<file path="config.mk">
export PLATFORM = sky130hd
export DESIGN_NAME = config_text_tokenizer
export DESIGN_NICKNAME = d
export VERILOG_FILES = /design/src/hdl/ctt_pkg.sv /design/src/hdl/config_text_tokenizer.sv /design/src/hdl/ctt_scan.sv /design/src/hdl/ctt_queue.sv
export SDC_FILE = /design/constraint.sdc
export NUM_CORES = 2
export LEC_CHECK = 0
export BUFFER_PORTS_ARGS = -buffer_cell sky130_fd_sc_hd__buf_2
export CAP_MARGIN = 40
export CORE_AREA = 2 2 346 348
export DETAILED_ROUTE_END_ITERATION = 10
export DIE_AREA = 0 0 348 350
export PLACE_DENSITY = 0.82
export SYNTH_ARGS = -nofsm -noshare
export SYNTH_HDL_FRONTEND = slang
export SYNTH_SLANG_ARGS = --single-unit
</file>
<file path="constraint.sdc">
create_clock -name clock -period 12 [get_ports clock]
set_input_delay 3 -clock clock [delete_from_list [all_inputs] [get_ports clock]]
set_output_delay 3 -clock clock [all_outputs]
set_load 0.01 [all_outputs]
</file>
<file path="src/hdl/ctt_pkg.sv">
// Shared types and constants for the config text tokenizer.
`default_nettype none
package ctt_pkg;
   localparam int OFFSET_BITS = 24;
   localparam int LINE_BITS   = 20;
   localparam int COLUMN_BITS = 16;

   localparam logic [4:0] KIND_NULL     = 5'd9;
   localparam logic [4:0] KIND_TRUE     = 5'd10;
   localparam logic [4:0] KIND_FALSE    = 5'd11;
   localparam logic [4:0] KIND_IDENT    = 5'd12;
   localparam logic [4:0] KIND_INT      = 5'd13;
   localparam logic [4:0] KIND_DEC      = 5'd14;
   localparam logic [4:0] KIND_STRING   = 5'd15;
   localparam logic [4:0] KIND_EOF      = 5'd16;
   localparam logic [4:0] KIND_BAD      = 5'd17;
   localparam logic [4:0] KIND_UNCLOSED = 5'd18;

   localparam logic [4:0] MAX_FRACTION = 5'd18;

   // One result token as it travels from the scanner to the output queue.
   typedef struct packed {
      logic [4:0]             kind;
      logic [63:0]            value;
      logic [4:0]             frac;
      logic                   ovf;
      logic [LINE_BITS-1:0]   line;
      logic [COLUMN_BITS-1:0] col;
      logic [OFFSET_BITS-1:0] off;
      logic [15:0]            len;
      logic                   last;
   } token_type;

   // Punctuation code of a byte; valid flag in the top bit.
   function automatic logic [5:0] punct_code(input logic [7:0] c);
      logic [5:0] r;
      r = 6'd0;
      case (c)
         8'h3D: r = {1'b1, 5'd0};
         8'h3B: r = {1'b1, 5'd1};
         8'h2C: r = {1'b1, 5'd2};
         8'h7B: r = {1'b1, 5'd3};
         8'h7D: r = {1'b1, 5'd4};
         8'h28: r = {1'b1, 5'd5};
         8'h29: r = {1'b1, 5'd6};
         8'h5B: r = {1'b1, 5'd7};
         8'h5D: r = {1'b1, 5'd8};
         default: r = 6'd0;
      endcase
      return r;
   endfunction
endpackage
`default_nettype wire

</file>
<file path="src/hdl/config_text_tokenizer.sv">
// Top level of the config text tokenizer.
// Takes one text byte per cycle while at most four tokens wait in the eight-entry
// token queue, and stalls the input otherwise; it emits one token per output
// transaction. The scanner decides each byte combinationally, so bytes sustain one
// per cycle while results are taken. Each byte causes at most two tokens; a token is
// queued as the byte that ends it is accepted and offered once earlier ones are taken.
`default_nettype none
module config_text_tokenizer import ctt_pkg::*; (
   input  wire logic        clock,
   input  wire logic        reset,
   input  wire logic        req_valid,
   output logic             req_stall,
   input  wire logic        req_cmd,
   input  wire logic [7:0]  req_text_byte,
   output logic             rsp_valid,
   input  wire logic        rsp_stall,
   output logic [4:0]       rsp_token_kind,
   output logic signed [63:0] rsp_number_value,
   output logic [4:0]       rsp_fraction_digits,
   output logic             rsp_number_overflow,
   output logic [LINE_BITS-1:0]   rsp_start_line,
   output logic [COLUMN_BITS-1:0] rsp_start_column,
   output logic [OFFSET_BITS-1:0] rsp_start_offset,
   output logic [15:0]      rsp_token_length,
   output logic             rsp_last_of_run
);
   token_type t0, t1, ot;
   logic [1:0] cnt;
   logic room, take;

   assign req_stall = !room;
   assign take = req_valid && room;

   ctt_scan u_scan (.clock, .reset, .byte_valid(take),
      .byte_end(req_cmd || (req_text_byte == 8'd0)), .byte_data(req_text_byte),
      .tok0(t0), .tok1(t1), .tok_count(cnt));

   ctt_queue u_queue (.clock, .reset, .tok0(t0), .tok1(t1), .tok_count(cnt),
      .has_room(room), .out_valid(rsp_valid), .out_tok(ot), .out_stall(rsp_stall));

   assign rsp_token_kind      = ot.kind;
   assign rsp_number_value    = ot.value;
   assign rsp_fraction_digits = ot.frac;
   assign rsp_number_overflow = ot.ovf;
   assign rsp_start_line      = ot.line;
   assign rsp_start_column    = ot.col;
   assign rsp_start_offset    = ot.off;
   assign rsp_token_length    = ot.len;
   assign rsp_last_of_run     = ot.last;
endmodule
`default_nettype wire

</file>
<file path="src/hdl/ctt_scan.sv">
// Front part: scans one byte per cycle and produces up to two tokens.
`default_nettype none
module ctt_scan import ctt_pkg::*; (
   input  wire logic      clock,
   input  wire logic      reset,
   input  wire logic      byte_valid,
   input  wire logic      byte_end,
   input  wire logic [7:0] byte_data,
   output token_type      tok0,
   output token_type      tok1,
   output logic [1:0]     tok_count
);
   typedef enum logic [3:0] {
      M_IDLE, M_SLASH, M_COMMENT, M_IDENT, M_NUMBER, M_FRACTION,
      M_STRING, M_ESCAPE, M_DEAD
   } mode_type;

   localparam logic [OFFSET_BITS-1:0] OFF_TOP = '1;
   localparam logic [LINE_BITS-1:0]   LINE_TOP = '1;
   localparam logic [COLUMN_BITS-1:0] COL_TOP = '1;

   mode_type mode_ff, mode_in;
   logic [LINE_BITS-1:0]   line_ff, line_in, sline_ff, sline_in;
   logic [COLUMN_BITS-1:0] col_ff, col_in, scol_ff, scol_in;
   logic [OFFSET_BITS-1:0] off_ff, off_in, soff_ff, soff_in;
   logic [15:0] len_ff, len_in;
   logic [63:0] mant_ff, mant_in;
   logic neg_ff, neg_in, ovf_ff, ovf_in;
   logic [4:0] frac_ff, frac_in;
   logic [39:0] kw_ff, kw_in;

   logic c_nl, c_sp, c_dig, c_head, c_body;
   logic [5:0] pc;
   logic [3:0] dig;
   logic [63:0] limit, times10, sum;
   logic [64:0] wide;
   logic fits;
   token_type t0, t1, pend, startok, eoftok;
   logic [1:0] n;
   logic go_idle;
   logic [15:0] len_inc;

   // Byte classes.
   always_comb begin
      c_nl   = (byte_data == 8'd10) || (byte_data == 8'd13);
      c_sp   = c_nl || (byte_data == 8'd32) || (byte_data == 8'd9);
      c_dig  = (byte_data >= 8'd48) && (byte_data <= 8'd57);
      c_head = ((byte_data >= 8'd97) && (byte_data <= 8'd122)) ||
               ((byte_data >= 8'd65) && (byte_data <= 8'd90)) || (byte_data == 8'd95);
      c_body = c_head || c_dig;
      pc     = punct_code(byte_data);
      dig    = byte_data[3:0] - 4'd0;
   end

   // Digit accumulate with saturation: fits when acc*10+d stays within limit.
   always_comb begin
      limit   = neg_ff ? 64'h8000_0000_0000_0000 : 64'h7FFF_FFFF_FFFF_FFFF;
      times10 = (mant_ff << 3) + (mant_ff << 1);
      wide    = {1'b0, times10} + {61'd0, dig};
      sum     = wide[63:0];
      fits    = (mant_ff <= 64'h0CCC_CCCC_CCCC_CCCC) && !wide[64] && (sum <= limit);
   end

   // Token templates.
   always_comb begin
      startok = '0;
      startok.line = sline_ff;
      startok.col  = scol_ff;
      startok.off  = soff_ff;
      startok.len  = len_ff;
      eoftok = '0;
      eoftok.kind = KIND_EOF;
      eoftok.line = line_ff;
      eoftok.col  = col_ff;
      eoftok.off  = off_ff;
      pend = startok;
      if (mode_ff == M_IDENT) begin
         pend.kind = KIND_IDENT;
         if (len_ff == 16'd4 && kw_ff == 40'h6E756C6C) pend.kind = KIND_NULL;
         else if (len_ff == 16'd4 && kw_ff == 40'h74727565) pend.kind = KIND_TRUE;
         else if (len_ff == 16'd5 && kw_ff == 40'h66616C7365) pend.kind = KIND_FALSE;
      end else begin
         pend.value = neg_ff ? (64'd0 - mant_ff) : mant_ff;
         pend.ovf   = ovf_ff;
         if (mode_ff == M_FRACTION) begin
            pend.kind = KIND_DEC;
            pend.frac = frac_ff;
         end else begin
            pend.kind = KIND_INT;
         end
      end
      len_inc = (len_ff != 16'hFFFF) ? len_ff + 16'd1 : len_ff;
   end

   // Scanner next state.
   always_comb begin
      mode_in = mode_ff;
      sline_in = sline_ff; scol_in = scol_ff; soff_in = soff_ff;
      len_in = len_ff; mant_in = mant_ff; neg_in = neg_ff; ovf_in = ovf_ff;
      frac_in = frac_ff; kw_in = kw_ff;
      t0 = '0; t1 = '0; n = 2'd0; go_idle = 1'b0;
      line_in = line_ff; col_in = col_ff; off_in = off_ff;
      if (byte_valid) begin
         unique case (mode_ff)
            M_DEAD: ;
            M_STRING, M_ESCAPE: begin
               if (byte_end || (mode_ff == M_STRING && c_nl)) begin
                  t0 = startok; t0.kind = KIND_UNCLOSED; n = 2'd1; mode_in = M_DEAD;
               end else begin
                  len_in = len_inc;
                  if (mode_ff == M_ESCAPE) mode_in = M_STRING;
                  else if (byte_data == 8'h22) begin
                     t0 = startok; t0.kind = KIND_STRING; t0.len = len_inc;
                     n = 2'd1; mode_in = M_IDLE;
                  end else if (byte_data == 8'h5C) mode_in = M_ESCAPE;
               end
            end
            M_COMMENT: begin
               if (byte_end) begin
                  t0 = eoftok; n = 2'd1; mode_in = M_DEAD;
               end else if (c_nl) mode_in = M_IDLE;
            end
            M_SLASH: begin
               if (byte_end || byte_data != 8'h2F) begin
                  t0 = startok; t0.kind = KIND_BAD; n = 2'd1; mode_in = M_DEAD;
               end else mode_in = M_COMMENT;
            end
            M_IDENT: begin
               if (!byte_end && c_body) begin
                  len_in = len_inc; kw_in = {kw_ff[31:0], byte_data};
               end else begin
                  t0 = pend; n = 2'd1; go_idle = 1'b1;
               end
            end
            M_NUMBER: begin
               if (!byte_end && c_dig) begin
                  len_in = len_inc;
                  if (fits) mant_in = sum;
                  else begin mant_in = limit; ovf_in = 1'b1; end
               end else if (!byte_end && byte_data == 8'h2E) begin
                  len_in = len_inc; mode_in = M_FRACTION;
               end else begin
                  t0 = pend; n = 2'd1; go_idle = 1'b1;
               end
            end
            M_FRACTION: begin
               if (!byte_end && c_dig) begin
                  len_in = len_inc;
                  if (frac_ff >= MAX_FRACTION || !fits) ovf_in = 1'b1;
                  else begin mant_in = sum; frac_in = frac_ff + 5'd1; end
               end else begin
                  t0 = pend; n = 2'd1; go_idle = 1'b1;
               end
            end
            default: go_idle = 1'b1;
         endcase

         // Idle handling: this byte may start a new token.
         if (go_idle) begin
            mode_in = M_IDLE;
            if (byte_end) begin
               if (n == 2'd0) t0 = eoftok; else t1 = eoftok;
               n = n + 2'd1; mode_in = M_DEAD;
            end else if (!c_sp) begin
               sline_in = line_ff; scol_in = col_ff; soff_in = off_ff; len_in = 16'd1;
               t1 = '0;
               t1.line = line_ff; t1.col = col_ff; t1.off = off_ff; t1.len = 16'd1;
               if (pc[5]) begin
                  t1.kind = pc[4:0]; n = n + 2'd1;
               end else if (byte_data == 8'h2F) mode_in = M_SLASH;
               else if (byte_data == 8'h22) mode_in = M_STRING;
               else if (c_dig || byte_data == 8'h2E || byte_data == 8'h2B ||
                        byte_data == 8'h2D) begin
                  mant_in = c_dig ? {60'd0, dig} : 64'd0;
                  neg_in = (byte_data == 8'h2D);
                  frac_in = 5'd0; ovf_in = 1'b0;
                  mode_in = (byte_data == 8'h2E) ? M_FRACTION : M_NUMBER;
               end else if (c_head) begin
                  kw_in = {32'd0, byte_data}; mode_in = M_IDENT;
               end else begin
                  t1.kind = KIND_BAD; n = n + 2'd1; mode_in = M_DEAD;
               end
               if (mode_ff != M_IDENT && mode_ff != M_NUMBER && mode_ff != M_FRACTION)
                  t0 = t1;
            end
         end

         // Position counters.
         if (!byte_end && mode_ff != M_DEAD) begin
            if (off_ff != OFF_TOP) off_in = off_ff + OFFSET_BITS'(1);
            if (c_nl) begin
               if (line_ff != LINE_TOP) line_in = line_ff + LINE_BITS'(1);
               col_in = {{(COLUMN_BITS-1){1'b0}}, 1'b1};
            end else if (col_ff != COL_TOP) col_in = col_ff + COLUMN_BITS'(1);
         end
      end
      if (n == 2'd1) t0.last = 1'b1;
      if (n == 2'd2) t1.last = 1'b1;
   end

   always_ff @(posedge clock) begin
      if (reset) begin
         mode_ff <= M_IDLE;
         line_ff <= {{(LINE_BITS-1){1'b0}}, 1'b1};
         col_ff  <= {{(COLUMN_BITS-1){1'b0}}, 1'b1};
         off_ff  <= '0;
         sline_ff <= {{(LINE_BITS-1){1'b0}}, 1'b1};
         scol_ff  <= {{(COLUMN_BITS-1){1'b0}}, 1'b1};
         soff_ff <= '0; len_ff <= '0; mant_ff <= '0; neg_ff <= 1'b0;
         ovf_ff <= 1'b0; frac_ff <= '0; kw_ff <= '0;
      end else begin
         mode_ff <= mode_in; line_ff <= line_in; col_ff <= col_in; off_ff <= off_in;
         sline_ff <= sline_in; scol_ff <= scol_in; soff_ff <= soff_in;
         len_ff <= len_in; mant_ff <= mant_in; neg_ff <= neg_in; ovf_ff <= ovf_in;
         frac_ff <= frac_in; kw_ff <= kw_in;
      end
   end

   assign tok0 = t0;
   assign tok1 = t1;
   assign tok_count = n;

   // Once dead, the scanner stays in that mode until reset.
   a_dead: assert property (@(posedge clock) disable iff (reset)
      mode_ff == M_DEAD |=> mode_ff == M_DEAD) else $error("left dead mode");
   a_dead_quiet: assert property (@(posedge clock) disable iff (reset)
      mode_ff == M_DEAD |-> tok_count == 2'd0) else $error("token after dead");
   a_two: assert property (@(posedge clock) disable iff (reset)
      tok_count == 2'd2 |-> tok1.last && !tok0.last) else $error("bad last flag");
endmodule
`default_nettype wire

</file>
<file path="src/hdl/ctt_queue.sv">
// Back part: token queue that drains one token per transaction.
`default_nettype none
module ctt_queue import ctt_pkg::*; (
   input  wire logic      clock,
   input  wire logic      reset,
   input  token_type      tok0,
   input  token_type      tok1,
   input  wire logic [1:0] tok_count,
   output logic           has_room,
   output logic           out_valid,
   output token_type      out_tok,
   input  wire logic      out_stall
);
   token_type mem_ff [8];
   logic [2:0] wr_ff, rd_ff;
   logic [3:0] cnt_ff, cnt_in;
   logic pop;

   assign pop = out_valid && !out_stall;
   assign out_valid = cnt_ff != 4'd0;
   assign out_tok = mem_ff[rd_ff];
   // Room for two more tokens after this cycle's possible pushes.
   assign has_room = cnt_ff <= 4'd4;
   assign cnt_in = cnt_ff + {2'd0, tok_count} - {3'd0, pop};

   // Write up to two tokens, read one.
   always_ff @(posedge clock) begin
      if (tok_count != 2'd0) mem_ff[wr_ff] <= tok0;
      if (tok_count == 2'd2) mem_ff[wr_ff + 3'd1] <= tok1;
      if (reset) begin
         wr_ff <= '0; rd_ff <= '0; cnt_ff <= '0;
      end else begin
         wr_ff <= wr_ff + {1'b0, tok_count};
         rd_ff <= rd_ff + {2'd0, pop};
         cnt_ff <= cnt_in;
      end
   end

   a_ovf: assert property (@(posedge clock) disable iff (reset)
      cnt_ff <= 4'd8) else $error("queue overflow");
   a_cnt: assert property (@(posedge clock) disable iff (reset)
      (tok_count == 2'd0 && !pop) |=> $stable(cnt_ff)) else $error("count drift");
   a_room: assert property (@(posedge clock) disable iff (reset)
      !has_room |-> cnt_ff > 4'd4) else $error("room flag wrong");
endmodule
`default_nettype wire
</file>
==> flow_metrics.env <==
export IMPL_cpMostUsedCell="buf_4"
export IMPL_synth_cell_area_sq_um=73800
export IMPL_routed_wl_microns=243000
export IMPL_routedWlPerCell_microns=27.2
export IMPL_dp_cells=8654
export IMPL_slew_violations=0
export IMPL_hold_class="register to register"
export IMPL_clk_pin_slew_worst_paths_ns=0.06
export IMPL_synth_seq_cells=1477
export IMPL_cpPeakStageDelay_ns=0.72
export IMPL_r2r_cells=28
export IMPL_layout_nets=7432
export IMPL_place_congestion=0.973
export IMPL_ant_nets=0
export IMPL_netlist_top_cells_area="dfxtp_1, edfxtp_1, mux4_2, o21ai_0, nand3_1"
export IMPL_synth_edff_count=536
export IMPL_vias_per_cell=7.29
export IMPL_clk_latency_ns=0.80
export IMPL_syn_nets=7608
export IMPL_period_share=0.829
export IMPL_p_per_area_nw_per_um2=165
export IMPL_required_ns=12.68
export IMPL_fin_area_sq_um=81100
export IMPL_grt_pass1_wl_microns=368000
export IMPL_hold_path_startpoint="u_scan.scol_ff[11]$_SDFFE_PP0P_"
export IMPL_layoutNonFillerInstCount=8930
export IMPL_finalSetupViolCount=0
export IMPL_clock_sinks=1477
export IMPL_track_usage=0.389
export IMPL_cts_tree="yes"
export IMPL_htreeDepth=4
export IMPL_synth_area_leader_cell="dfxtp_1"
export IMPL_detail_route_drc_violations=0
export IMPL_place_area_sq_um=76100
export IMPL_grt_antenna_before_repair=12
export IMPL_post_cts_setup_buffers=0
export IMPL_firstDrtPassIters=7
export IMPL_regToRegSetupSlack_ns=2.80
export IMPL_holdBufCountCts=0
export IMPL_crit_type="input pin to register"
export IMPL_preCtsSetupSlack_ns=1.52
export IMPL_fin_crit_ns=9.95
export IMPL_start_kind="input pin"
export IMPL_nFillCells=8336
export IMPL_clock_skew_ns=0.0378
export IMPL_io_buffers=166
export IMPL_r2r_end="u_scan.mant_ff[40]$_SDFFE_PP0P_"
export IMPL_initial_core_util=0.626
export IMPL_synth_cell_types=93
export IMPL_min_path_cells=2
export IMPL_min_to="u_scan.scol_ff[11]$_SDFFE_PP0P_"
export IMPL_initialDrtViolationCount=9503
export IMPL_drv_cap=0
export IMPL_grt_max_degree=165
export IMPL_die_height_microns=350
export IMPL_grt_pass1_vias=62700
export IMPL_rows=126
export IMPL_max_slew_margin=0.223
export IMPL_fin_ws_ns=2.05
export IMPL_end_kind="register"
export IMPL_status="finished, final reports clean"
export IMPL_setup_tns_ns=0
export IMPL_leakagePower_nw=26.3
export IMPL_rsz0062_at_grt="no"
export IMPL_holdWs_ns=0.455
export IMPL_yosysSeqAreaShare=0.473
export IMPL_clk_path_buf_depth=3
export IMPL_layout_drive_gt1_share=0.149
export IMPL_die_width_microns=348
export IMPL_final_cell_mix="dfxtp_1, o21ai_0, nand3_1, nand2_1, o22ai_1"
export IMPL_layout_commonest_cell="dfxtp_1"
export IMPL_async_flop_share=0
export IMPL_r2r_start="u_scan.mant_ff[3]$_SDFFE_PP0P_"
export IMPL_area_growth_pct=9.88
export IMPL_final_hold_violation_count=0
export IMPL_synth_area_per_cell_sq_um=9.91
export IMPL_io_pins=167
export IMPL_finalPower_mw=13.3
export IMPL_postLayoutCoreUtil=0.688
export IMPL_dp_final_hpwl_microns=147000
export IMPL_netlist_instances=7443
export IMPL_ys_flop_type="dfxtp_1"
export IMPL_worstPathMaxFanout=36
export IMPL_coreArea_sq_um=118000
export IMPL_grt_overflow=0
export IMPL_cts_buffers=147
export IMPL_worst_pin_slew_ns=1.16
export IMPL_via_count=65100
export IMPL_critical_path_slowest_cell="nor4_1"
export IMPL_die_area_sq_um=122000
export IMPL_cp_arrival_ns=10.64
export IMPL_ir_drop_uv=195
export IMPL_synth_warnings=0
export IMPL_clock_fmax_ghz=0.100
export IMPL_netlist_area_leader_share=0.255
export IMPL_cts_root_buf="clkbuf_16"
export IMPL_cts_resized=0
==> sequential cells by signal, summed over array words and instances (netlist names) <==
signal / flops
u_scan.off_ff: 24
u_scan.ovf_ff: 1
u_queue.wr_ff: 3
u_scan.col_ff: 16
u_scan.soff_ff: 24
u_scan.sline_ff: 20
u_scan.scol_ff: 16
u_scan.neg_ff: 1
u_scan.line_ff: 20
u_queue.mem_ff: 1216
u_queue.cnt_ff: 4
u_scan.mode_ff: 4
u_queue.rd_ff: 3
u_scan.kw_ff: 40
u_scan.mant_ff: 64
u_scan.frac_ff: 5
u_scan.len_ff: 16
==> final cells by class <==
type                            count  area, sq um  share of cell area
Antenna cell                        5         12.5            0.000154
Clock buffer                      213         4330              0.0534
Clock inverter                     58          632             0.00779
Inverter                           73          274             0.00338
Multi-Input combinational cell   5255        36400               0.449
Sequential cell                  1477        34900               0.431
Tap cell                         1536         1920              0.0237
Timing Repair Buffer              313         2550              0.0314
==> cells by family (layout without fill, tap and decap cells) <==
kind of cell	after synthesis	in the layout	synth area share
AO/OA/AOI/OAI	2143	2143	0.174
XOR/XNOR	210	210	0.0249
adder cells (fa/ha/maj)	152	152	0.0262
buffers and inverters	711	657	0.0365
flip-flops	1477	1477	0.473
multiplexers	469	469	0.118
other	0	5	0
AND/OR/NAND/NOR	2281	2281	0.148
==> how the worst max path moves through the flow <==
stage | startpoint | slack, ns | to
2_1_floorplan | req_text_byte[1] | 2.51 | u_scan.mant_ff[25]$_SDFFE_PP0P_
3_3_place_gp | req_text_byte[1] | 1.69 | u_scan.mant_ff[25]$_SDFFE_PP0P_
3_5_place_dp | req_text_byte[1] | 1.52 | u_scan.mant_ff[25]$_SDFFE_PP0P_
4_1_cts | req_text_byte[1] | 2.28 | u_scan.mant_ff[40]$_SDFFE_PP0P_
5_1_grt | req_text_byte[1] | 1.65 | u_scan.mant_ff[41]$_SDFFE_PP0P_
6_report | req_text_byte[1] | 2.05 | u_scan.mant_ff[40]$_SDFFE_PP0P_
==> cell usage after synthesis, types with 29 or more instances <==
| library cell | n |
|---|---|
| buf_1 | 49 |
| o211ai_1 | 40 |
| nand2_1 | 636 |
| nor3_1 | 85 |
| and3_1 | 35 |
| or3_1 | 54 |
| a22o_1 | 59 |
| inv_1 | 72 |
| a22oi_1 | 37 |
| a21o_1 | 52 |
| mux2_2 | 155 |
| xnor2_1 | 143 |
| o21ai_0 | 871 |
| edfxtp_1 | 536 |
| clkbuf_1 | 579 |
| nor2_1 | 372 |
| a21oi_1 | 263 |
| ha_1 | 148 |
| mux4_2 | 304 |
| nor4_1 | 44 |
| nand3_1 | 781 |
| xor2_1 | 67 |
| o22ai_1 | 540 |
| dfxtp_1 | 941 |
| a211oi_1 | 29 |
| o21ai_1 | 33 |
| nand4_1 | 72 |
==> power breakdown <==
group / internal [mW] / switching [mW]
Combinational: 0.985 / 1.99
Sequential: 5.48 / 0.155
Clock: 2.72 / 2.02
==> worst max-delay path: cells and delay by family <==
| family | cells | cell delay [ns] |
|---|---|---|
| xor gates and xnor gates | 1 | 0.24 |
| buffers and inverters | 5 | 1.17 |
| AOI/OAI and AO/OA | 10 | 1.85 |
| adders and majority gates | 3 | 0.76 |
| and+or+nand+nor | 11 | 3.58 |
==> metal layers <==
metal / vias to the layer above / GRT usage / routed length (microns)
met1: 31100 / 0.496 / 87000
met3: 1075 / 0.0861 / 30600
met2: 4988 / 0.617 / 111000
met4: 10 / 0.220 / 14600
li1: 27900 / - / -
met5: - / 0 / 68
Note: power is estimated with default switching activity, not from simulation.
